$ cat src/hw/rtl/mbra_pkg.sv
// shared types, constants and the pini gate function for the masked bitslice adder
// no dependencies; used by every module under hw/rtl
package mbra_pkg;

  localparam int NUM_SHARES    = 3;
  localparam int SLICE_WIDTH   = 32;
  localparam int FIELD_W       = 32;
  localparam int SHARE_FIELDS  = 3;
  localparam int MAX_WORD_BITS = 32;
  localparam int POS_W         = 6;
  localparam int CFG_IDX_W     = 1;
  localparam int CFG_DATA_W    = 6;
  localparam int FIFO_DEPTH    = 4;
  localparam int FIFO_PTR_W    = $clog2(FIFO_DEPTH);
  localparam int FIFO_CNT_W    = $clog2(FIFO_DEPTH + 1);

  localparam logic [FIELD_W-1:0] SLICE_MASK =
    (SLICE_WIDTH >= FIELD_W) ? {FIELD_W{1'b1}}
                             : FIELD_W'((64'd1 << SLICE_WIDTH) - 64'd1);

  typedef logic [FIELD_W-1:0] slice_t;
  typedef slice_t [SHARE_FIELDS-1:0] shares_t;
  typedef logic [POS_W-1:0] pos_t;

  typedef struct packed {
    shares_t sum;
    pos_t    index;
    logic    last;
  } result_t;

  typedef enum logic [CFG_IDX_W-1:0] {
    REG_WORD_BITS = 1'b0,
    REG_CARRY_OUT = 1'b1
  } cfg_reg_t;

  // g(a,b,r) = (r & ~a) ^ (a & (b ^ r))
  function automatic slice_t pini_gate(slice_t a, slice_t b, slice_t r);
    return ((r & ~a) ^ (a & (b ^ r))) & SLICE_MASK;
  endfunction

endpackage

$ cat src/hw/rtl/masked_bitslice_ripple_adder.sv
// path: an accepted slice beat goes through the input register, then one pass of gadget logic
//   into the result queue, then out of the queue as a result beat
// throughput: one slice per cycle unless in_stall; the last slice with carry out gives two
//   result beats; output moves one beat per cycle unless out_stall, via a four-entry result queue
// reset (synchronous): carry shares and bit position cleared, word_bits 32, carry out on
// top level of the masked bitslice ripple-carry adder; uses mbra_pkg, mbra_and_gadget, mbra_out_fifo
module masked_bitslice_ripple_adder (
  input  logic                               clk,
  input  logic                               rst,
  input  logic                               cfg_write,
  input  logic [mbra_pkg::CFG_IDX_W-1:0]     cfg_index,
  input  logic [mbra_pkg::CFG_DATA_W-1:0]    cfg_data,
  input  logic                               in_valid,
  output logic                               in_stall,
  input  logic [mbra_pkg::FIELD_W-1:0]       in1_share0,
  input  logic [mbra_pkg::FIELD_W-1:0]       in1_share1,
  input  logic [mbra_pkg::FIELD_W-1:0]       in1_share2,
  input  logic [mbra_pkg::FIELD_W-1:0]       in2_share0,
  input  logic [mbra_pkg::FIELD_W-1:0]       in2_share1,
  input  logic [mbra_pkg::FIELD_W-1:0]       in2_share2,
  input  logic [mbra_pkg::FIELD_W-1:0]       rand_pair01,
  input  logic [mbra_pkg::FIELD_W-1:0]       rand_pair02,
  input  logic [mbra_pkg::FIELD_W-1:0]       rand_pair12,
  output logic                               out_valid,
  input  logic                               out_stall,
  output logic [mbra_pkg::FIELD_W-1:0]       sum_share0,
  output logic [mbra_pkg::FIELD_W-1:0]       sum_share1,
  output logic [mbra_pkg::FIELD_W-1:0]       sum_share2,
  output logic [mbra_pkg::POS_W-1:0]         slice_index,
  output logic                               last_slice
);

  logic [mbra_pkg::POS_W-1:0] word_bits;
  logic                       carry_out_enable;

  logic              stg_valid;
  mbra_pkg::shares_t stg_a;
  mbra_pkg::shares_t stg_b;
  mbra_pkg::shares_t stg_r;
  mbra_pkg::shares_t in_a;
  mbra_pkg::shares_t in_b;

  mbra_pkg::shares_t carry_shares;
  mbra_pkg::shares_t carry_shares_next;
  mbra_pkg::pos_t    bit_position;
  mbra_pkg::pos_t    bit_position_next;

  mbra_pkg::pos_t    kb;
  logic              step_last;
  logic              need_carry;
  logic              move;
  logic              accept;
  logic              room;

  mbra_pkg::shares_t xpy;
  mbra_pkg::shares_t ga;
  mbra_pkg::shares_t gb;
  mbra_pkg::shares_t gz;
  mbra_pkg::shares_t nc;
  mbra_pkg::shares_t sum;

  mbra_pkg::result_t res0;
  mbra_pkg::result_t res1;
  mbra_pkg::result_t dout;

  // configuration
  always_ff @(posedge clk) begin
    if (rst) begin
      word_bits        <= mbra_pkg::POS_W'(mbra_pkg::MAX_WORD_BITS);
      carry_out_enable <= 1'b1;
    end else if (cfg_write) begin
      unique case (mbra_pkg::cfg_reg_t'(cfg_index))
        mbra_pkg::REG_WORD_BITS: word_bits        <= cfg_data;
        mbra_pkg::REG_CARRY_OUT: carry_out_enable <= cfg_data[0];
      endcase
    end
  end

  // input register, unused shares forced to zero
  always_comb begin
    in_a = {in1_share2, in1_share1, in1_share0};
    in_b = {in2_share2, in2_share1, in2_share0};
    for (int d = 0; d < mbra_pkg::SHARE_FIELDS; d++) begin
      if (d < mbra_pkg::NUM_SHARES) begin
        in_a[d] = in_a[d] & mbra_pkg::SLICE_MASK;
        in_b[d] = in_b[d] & mbra_pkg::SLICE_MASK;
      end else begin
        in_a[d] = '0;
        in_b[d] = '0;
      end
    end
  end

  assign move     = stg_valid && room;
  assign in_stall = stg_valid && !room;
  assign accept   = in_valid && !in_stall;

  always_ff @(posedge clk) begin
    if (rst) begin
      stg_valid <= 1'b0;
    end else if (accept) begin
      stg_valid <= 1'b1;
    end else if (move) begin
      stg_valid <= 1'b0;
    end
  end

  always_ff @(posedge clk) begin
    if (accept) begin
      stg_a <= in_a;
      stg_b <= in_b;
      stg_r <= {rand_pair12, rand_pair02, rand_pair01};
    end
  end

  // slice step
  always_comb begin
    if (word_bits == '0) begin
      kb = mbra_pkg::POS_W'(1);
    end else if (word_bits > mbra_pkg::POS_W'(mbra_pkg::MAX_WORD_BITS)) begin
      kb = mbra_pkg::POS_W'(mbra_pkg::MAX_WORD_BITS);
    end else begin
      kb = word_bits;
    end
    step_last  = ({1'b0, bit_position} + 7'd1) >= {1'b0, kb};
    need_carry = !step_last || carry_out_enable;
  end

  always_comb begin
    for (int d = 0; d < mbra_pkg::SHARE_FIELDS; d++) begin
      xpy[d] = stg_a[d] ^ stg_b[d];
      if (bit_position == '0) begin
        ga[d]  = stg_a[d];
        gb[d]  = stg_b[d];
        sum[d] = xpy[d];
      end else begin
        // carry = and(a^b, a^c) ^ a
        ga[d]  = xpy[d];
        gb[d]  = stg_a[d] ^ carry_shares[d];
        sum[d] = xpy[d] ^ carry_shares[d];
      end
    end
  end

  mbra_and_gadget u_gadget (
    .a   (ga),
    .b   (gb),
    .rnd (stg_r),
    .z   (gz)
  );

  always_comb begin
    for (int d = 0; d < mbra_pkg::SHARE_FIELDS; d++) begin
      nc[d] = (bit_position == '0) ? gz[d] : ((gz[d] ^ stg_a[d]) & mbra_pkg::SLICE_MASK);
    end
    carry_shares_next = (move && need_carry) ? nc : carry_shares;
    if (move) begin
      bit_position_next = step_last ? '0 : bit_position + mbra_pkg::POS_W'(1);
    end else begin
      bit_position_next = bit_position;
    end
  end

  always_ff @(posedge clk) begin
    if (rst) begin
      carry_shares <= '0;
      bit_position <= '0;
    end else begin
      carry_shares <= carry_shares_next;
      bit_position <= bit_position_next;
    end
  end

  always_comb begin
    res0.sum   = sum;
    res0.index = bit_position;
    res0.last  = step_last && !carry_out_enable;
    res1.sum   = nc;
    res1.index = kb;
    res1.last  = 1'b1;
  end

  mbra_out_fifo u_out_fifo (
    .clk       (clk),
    .rst       (rst),
    .push_one  (move),
    .push_two  (move && step_last && carry_out_enable),
    .din0      (res0),
    .din1      (res1),
    .room      (room),
    .out_valid (out_valid),
    .out_stall (out_stall),
    .dout      (dout)
  );

  assign sum_share0  = dout.sum[0];
  assign sum_share1  = dout.sum[1];
  assign sum_share2  = dout.sum[2];
  assign slice_index = dout.index;
  assign last_slice  = dout.last;

  a_wrap_to_zero: assert property (@(posedge clk) disable iff (rst)
    move && step_last |=> bit_position == '0)
    else $error("bit position not cleared after last slice");

  a_carry_idle: assert property (@(posedge clk) disable iff (rst)
    !move |=> $stable(carry_shares) && $stable(bit_position))
    else $error("slice state changed without a slice");

  a_carry_kept: assert property (@(posedge clk) disable iff (rst)
    move && step_last && !carry_out_enable |=> $stable(carry_shares))
    else $error("carry changed on last slice without carry out");

  a_stall_only_held: assert property (@(posedge clk) disable iff (rst)
    in_stall |-> stg_valid && !move)
    else $error("input stalled with empty input register");

endmodule

$ cat src/hw/rtl/mbra_and_gadget.sv
// masked and gadget: per-share products plus one pini gate pair per share pair
// depends on mbra_pkg
module mbra_and_gadget (
  input  mbra_pkg::shares_t a,
  input  mbra_pkg::shares_t b,
  input  mbra_pkg::shares_t rnd,
  output mbra_pkg::shares_t z
);

  always_comb begin
    mbra_pkg::shares_t t;
    mbra_pkg::slice_t  r;
    int k;
    k = 0;
    for (int i = 0; i < mbra_pkg::SHARE_FIELDS; i++) begin
      t[i] = a[i] & b[i];
    end
    // pairs (0,1), (0,2), (1,2) take random words 0, 1, 2 in that order
    for (int i = 0; i < mbra_pkg::SHARE_FIELDS - 1; i++) begin
      for (int j = i + 1; j < mbra_pkg::SHARE_FIELDS; j++) begin
        if (j < mbra_pkg::NUM_SHARES) begin
          r = rnd[k] & mbra_pkg::SLICE_MASK;
          t[i] = t[i] ^ mbra_pkg::pini_gate(a[i], b[j], r);
          t[j] = t[j] ^ mbra_pkg::pini_gate(a[j], b[i], r);
        end
        k = k + 1;
      end
    end
    z = t;
  end

endmodule

$ cat src/hw/rtl/mbra_out_fifo.sv
// result queue: takes one or two result beats per cycle, hands out one per cycle unless out_stall
// depends on mbra_pkg
module mbra_out_fifo (
  input  logic               clk,
  input  logic               rst,
  input  logic               push_one,
  input  logic               push_two,
  input  mbra_pkg::result_t  din0,
  input  mbra_pkg::result_t  din1,
  output logic               room,
  output logic               out_valid,
  input  logic               out_stall,
  output mbra_pkg::result_t  dout
);

  mbra_pkg::result_t mem [mbra_pkg::FIFO_DEPTH];
  logic [mbra_pkg::FIFO_PTR_W-1:0] wr_ptr;
  logic [mbra_pkg::FIFO_PTR_W-1:0] rd_ptr;
  logic [mbra_pkg::FIFO_CNT_W-1:0] count;
  logic [mbra_pkg::FIFO_CNT_W-1:0] count_next;
  logic pop;

  assign out_valid = (count != '0);
  assign pop       = out_valid && !out_stall;
  assign dout      = mem[rd_ptr];
  // room for a two-beat item
  assign room      = (count <= mbra_pkg::FIFO_CNT_W'(mbra_pkg::FIFO_DEPTH - 2));

  always_comb begin
    count_next = count + mbra_pkg::FIFO_CNT_W'(push_one) + mbra_pkg::FIFO_CNT_W'(push_two)
                 - mbra_pkg::FIFO_CNT_W'(pop);
  end

  always_ff @(posedge clk) begin
    if (push_one) begin
      mem[wr_ptr] <= din0;
    end
    if (push_two) begin
      mem[wr_ptr + mbra_pkg::FIFO_PTR_W'(1)] <= din1;
    end
  end

  always_ff @(posedge clk) begin
    if (rst) begin
      wr_ptr <= '0;
      rd_ptr <= '0;
      count  <= '0;
    end else begin
      wr_ptr <= wr_ptr + mbra_pkg::FIFO_PTR_W'(push_one) + mbra_pkg::FIFO_PTR_W'(push_two);
      if (pop) begin
        rd_ptr <= rd_ptr + mbra_pkg::FIFO_PTR_W'(1);
      end
      count <= count_next;
    end
  end

  a_no_overflow: assert property (@(posedge clk) disable iff (rst)
    count <= mbra_pkg::FIFO_CNT_W'(mbra_pkg::FIFO_DEPTH))
    else $error("result queue overflow");

  a_two_needs_one: assert property (@(posedge clk) disable iff (rst)
    push_two |-> push_one && room)
    else $error("second beat pushed without first or without room");

  a_count_tracks: assert property (@(posedge clk) disable iff (rst)
    push_one && !pop |=> count == $past(count) + mbra_pkg::FIFO_CNT_W'(1)
                                  + mbra_pkg::FIFO_CNT_W'($past(push_two)))
    else $error("queue count lost a beat");

endmodule
$ cat config.mk
export PLATFORM = sky130hd
export DESIGN_NAME = masked_bitslice_ripple_adder
export DESIGN_NICKNAME = d
export VERILOG_FILES = /design/src/hw/rtl/mbra_pkg.sv /design/src/hw/rtl/masked_bitslice_ripple_adder.sv /design/src/hw/rtl/mbra_and_gadget.sv /design/src/hw/rtl/mbra_out_fifo.sv
export SDC_FILE = /design/constraint.sdc
export NUM_CORES = 2
export LEC_CHECK = 0
export ABC_AREA = 0
export BUFFER_PORTS_ARGS = -buffer_cell sky130_fd_sc_hd__buf_2
export CAP_MARGIN = 15
export CORE_AREA = 2 2 289 348
export CTS_CLUSTER_SIZE = 16
export DETAILED_ROUTE_END_ITERATION = 6
export DIE_AREA = 0 0 291 350
export HOLD_SLACK_MARGIN = 0.12
export PLACE_DENSITY_LB_ADDON = 0.1
export SYNTH_ARGS = -nofsm -noshare
export SYNTH_HDL_FRONTEND = slang
export SYNTH_HIERARCHICAL = 1
export SYNTH_SLANG_ARGS = --single-unit
export TNS_END_PERCENT = 5
$ cat constraint.sdc
create_clock -name clk -period 19.4 [get_ports clk]
set_clock_uncertainty 0.05 [all_clocks]
set_input_delay 2.91 -clock clk [delete_from_list [all_inputs] [get_ports clk]]
set_output_delay 2.91 -clock clk [all_outputs]
set_load 0.01 [all_outputs]
---- After elaboration in Yosys (flattened, before gate mapping) ----
Memories as Yosys holds them, arrays and structs flattened. A register that Yosys moved wholly into a read port is not among the register bits.
Cells that the tools add are included.
word-level totals
  output and inout port bits .............. 105
  memories ................................ 1
  RAM bits ................................ 412
  register bits ........................... 405
  logic and storage cells ................. 124
  input bits .............................. 300
memory list
  name            depth  bits a word  read ports  clocked after Yosys merged registers in  write ports  line                 source
  u_out_fifo.mem  4      103          1           1                                        2            mbra_out_fifo.sv:16  mbra_pkg::result_t mem [mbra_pkg::FIFO_DEPTH];
cells by class
  reduce and logical (&&, ||, !) cells .... 20
  mux-type cells .......................... 23
  order comparisons ....................... 3
  add/sub/neg operators ................... 9
  bitwise logic cells ..................... 49
operators with widths
  kind                                                                   number
  32-bit bitwise XOR                                                     30
  32-bit bitwise AND                                                     15
  32-bit 2-to-1 mux                                                      12
  32-bit NOT                                                             3
  6-bit 2-to-1 mux                                                       3
  6-bit logical NOT                                                      2
  1-bit logical AND                                                      8
  6-bit by 1-bit adder with 7-bit output, second input constant          1
  7-bit by 6-bit greater-or-equal comparator with 1-bit output           1
  3-bit by 1-bit adder with 3-bit output                                 2
  6-bit by 1-bit adder with 6-bit output, second input constant          1
  6-bit > comparator, second input constant                              1
  1-bit 2-to-1 mux                                                       6
  1-bit logical NOT                                                      5
  2-bit by 1-bit adder with 2-bit output                                 2
  2-bit by 1-bit adder with 2-bit output, second input constant          2
  2-bit 2-to-1 mux                                                       2
  2-bit AND reduction                                                    2
  3-bit by 2-bit <= comparator with 1-bit output, second input constant  1
  3-bit nonzero test                                                     1
  3-bit by 1-bit subtractor with 3-bit output                            1
  2-bit nonzero test                                                     1
  1-bit logical OR                                                       1
  1-bit NOT                                                              1

---- Logic depth before layout (Yosys ltp) ----
  word-level depth ........................ 9
  mapped depth ............................ 16
  gate-level depth less buffers ........... 15

---- Cells and area by module ----
The synthesis kept the hierarchy.
modules (own cells, without submodules)
  module                        times used  area an instance (um^2)  cells each  seq. area each (um^2)
  masked_bitslice_ripple_adder  1           21904.8                  2150        10850.4
  mbra_out_fifo                 1           20160.6                  1047        12552.0
  mbra_and_gadget               1           2842.7                   320         0.0

---- Worst setup path before layout ----
Ideal clock, no wire load.
  kind .................................... input to register
  from .................................... in in_valid
  to ...................................... reg stg_a[0] (netlist name) (enable)
  path buffers ............................ 0
  cell stages on the path ................. 1
  required time ........................... 18375 ps
  path slack .............................. 3082 ps
  setup time .............................. 975 ps
  arrival time ............................ 15292 ps
  path through ............................ nor2b_1
between the ends
  longest elaborated chain between the ends .. 1
ends and longest elaborated chain
  item                  line                                 source
  from (decl)           masked_bitslice_ripple_adder.sv:13   input logic in_valid,
  1-bit logical AND     masked_bitslice_ripple_adder.sv:96   assign accept = in_valid && !in_stall;
  to (signal assigned)  masked_bitslice_ripple_adder.sv:110  stg_a <= in_a;
  to (decl)             masked_bitslice_ripple_adder.sv:37   mbra_pkg::shares_t stg_a;
No other way between the ends.
A chain may end at the register's enable or synchronous reset.

==> flow_summary.ini <==
[status]
status = completed

[power]
p_switching_uw = 2250
power_density_nw_per_um2 = 135
swShare = 0.327
irDropWorstVdd_mv = 0.0994
power_frac_seq = 0.347
intPower_uw = 4640
p_leak_uw = 0.0181
pwr-share-clk = 0.269
p_comb_frac = 0.384

[critical_path]
crit_required_ns = 16.44
crit_type = flop to output pin
crit_path_start_kind = flop
r2r_slack_ns = 13.61
arrival_ns = 3.42
r2r-end = u_out_fifo/mem[1][21]
r2r_cells = 16
r2r-start = bit_position[0]
critPathMaxFanout = 54
end_kind = output pin

[sta]
tns_ns = 0
timing.final.hold_violations = 0
rsz0062_at_grt = false
relSlewSlack = 0.243
setup_violations = 0
min_period_over_period = 0.329
max_freq_mhz = 157
worstMarginPinSlew_ns = 1.13
slew_violations = 0
fin_crit_ns = 6.38
finalHoldWorstSlack_ns = 0.437

[synthesis]
yosysWarnings = 6
syn_area_um2 = 44900
syn-mean-instance-area_um2 = 12.8
yosysTopAreaCell = edfxtp_1
netlist_instances = 3517
ys_seq_area_frac = 0.521
synth-edff-count = 700
async_reset_ff_frac = 0
synth_area_leaders = edfxtp_1 (47%), mux2_2 (10%), xnor2_1 (7.6%)
synth_most_common_cell = edfxtp_1
yosys_most_used_dff = edfxtp_1
ys_types = 45
ys_ff_latch = 819
synth_top_area_share = 0.468
yosys-top-cells-count = edfxtp_1 (700), mux2_2 (413), nand2_1 (398), xnor2_1 (388), a21oi_1 (200)

[placement]
hpwlAfterDp_mm = 74.9
place_congestion = 0.780
buffer_ports.inserted = 404

[hold_path]
holdPathStages = 2
hold_end = carry_shares[62]
hold_class = flop to flop
min-delay-start = carry_shares[62]

[floorplan]
dieArea_um2 = 102000
pin_count = 405
start_util = 0.457
core_area_um2 = 98200
die_x_um = 291
die_h_um = 350
rows = 126

[clocking]
clock-sinks = 819
clkTransAtPathRegs_ns = 0.06
cts_resized = 0
cts_tree = yes
clock_latency_ns = 0.66
cts_hold_buf = 0
cts-root-buf = clkbuf_16
cts_setup_buffers = 0
cts_max_level = 3
clockBufferDepth = 3
numCtsBuffers = 93

[final_layout]
nFillCells = 8529
fin_nets = 4177
drive_gt1_frac = 0.342
fin_util = 0.522
area_delta_synth_final_pct = 14.1

[route]
drt_iter0_markers = 1485
wire_per_inst_um = 22.5
postRouteWirelength_mm = 118
vias = 28000
ant_nets = 0
drc = 0
vias_per_cell = 5.36
firstDrtPassIters = 6

[job]
max_cap_violations = 0

[global_route]
grt_first_pass_wirelength_mm = 175
first_global_vias = 28500
grt-ovfl-total = 0
grt_usage = 0.228
antenna_found_initial = 12
grt_max_degree = 174
==> layout by cell type, fill, tap and decap left out, types with 10 or more instances in the layout <==
cell type,instances
a21oi_1,200
a31o_2,96
buf_2,404
buf_4,36
bufinv_16,14
clkbuf_1,17
clkbuf_16,95
clkinv_2,20
dfxtp_1,117
edfxtp_1,700
ha_1,10
inv_1,17
mux2_2,413
mux2i_1,101
mux4_2,103
nand2_1,396
nand2b_1,99
nor2_1,111
nor2b_1,104
o21ai_0,80
o21ai_1,18
or2_2,96
xnor2_1,388
xor2_1,194
xor3_2,32
==> sequential cells by signal, indices dropped and copies added (netlist names), named ones only <==
| name | count |
|---|---|
| u_out_fifo/rd_ptr | 2 |
| u_out_fifo/mem | 412 |
| stg_r | 96 |
| u_out_fifo/wr_ptr | 2 |
| word_bits | 6 |
| stg_valid | 1 |
| stg_a | 96 |
| carry_shares | 96 |
| bit_position | 6 |
| carry_out_enable | 1 |
| stg_b | 96 |
| u_out_fifo/count | 3 |
==> power by group through the flow <==
stage | clock network, uW | logic, uW | registers (uW)
floorplan | 0 | 2060 | 2420
global placement | 0 | 2650 | 2430
detailed placement | 0 | 2670 | 2430
CTS | 1900 | 2680 | 2400
global route | 1970 | 2910 | 2420
finish | 1860 | 2650 | 2390
==> logic make-up (layout without fill, tap and decap cells) <==
kind of cell             after synthesis  count (layout)  synth area share
XOR/XNOR                             614             614             0.131
AND/OR/NAND/NOR                      833             833            0.0877
AO/OA/AOI/OAI                        410             410            0.0552
adder cells (fa/ha/maj)               13              13           0.00412
flip-flops                           819             819             0.521
buffers and inverters                210             634            0.0228
other                                  1               6         0.0000835
multiplexers                         617             617             0.178
==> final cells by class <==
| class | instances | area [um^2] | share of cell area |
|---|---|---|---|
| clock inverters | 54 | 659 | 0.0129 |
| well taps | 1280 | 1600 | 0.0313 |
| inverters | 18 | 72.6 | 0.00142 |
| flip-flops and latches | 819 | 23400 | 0.457 |
| repair buffers | 441 | 2310 | 0.0451 |
| multi-input cells | 2491 | 20600 | 0.402 |
| clock buffers | 121 | 2560 | 0.0501 |
| diodes | 2 | 5.00 | 0.0000977 |
==> metrics by stage <==
| stage | total power, uW | instance area [um^2] | std cells | setup WS, ns |
|---|---|---|---|---|
| finish | 6900 | 51200 | 5226 | 13.02 |
| floorplan | 4480 | 44900 | 3520 | 3.08 |
| global placement | 5080 | 48000 | 5049 | 13.55 |
| global route | 7300 | 51200 | 5224 | 12.91 |
| CTS | 6980 | 51200 | 5224 | 12.90 |
| detailed placement | 5100 | 48000 | 5049 | 13.50 |
==> worst max-delay path, stage by stage (launching register included) <==
cell	delay, ns
dfxtp_4	0.40
buf_4	0.80
buf_4	0.80
mux4_2	0.50
buf_2	0.18
==> how the worst max path moves through the flow <==
stage / startpoint / to / slack, ns / depth (start not counted)
floorplan: in_valid / stg_a[0] / 3.08 / 1
global placement: in_valid / stg_a[79] / 13.55 / 5
detailed placement: in_valid / stg_a[53] / 13.50 / 5
CTS: flop / sum_share2[1] / 12.90 / 4
global route: flop / sum_share2[1] / 12.91 / 4
finish: flop / sum_share2[1] / 13.02 / 4
==> layer usage <==
layer  track usage  vias up  part of all wire
met5             0        -           0.00059
met2         0.424      564              0.53
met1         0.274    13900              0.41
met4        0.0653       12             0.023
met3        0.0327      150             0.044
li1              -    13300                 -
No activity file was read; power rests on OpenSTA's default activity.
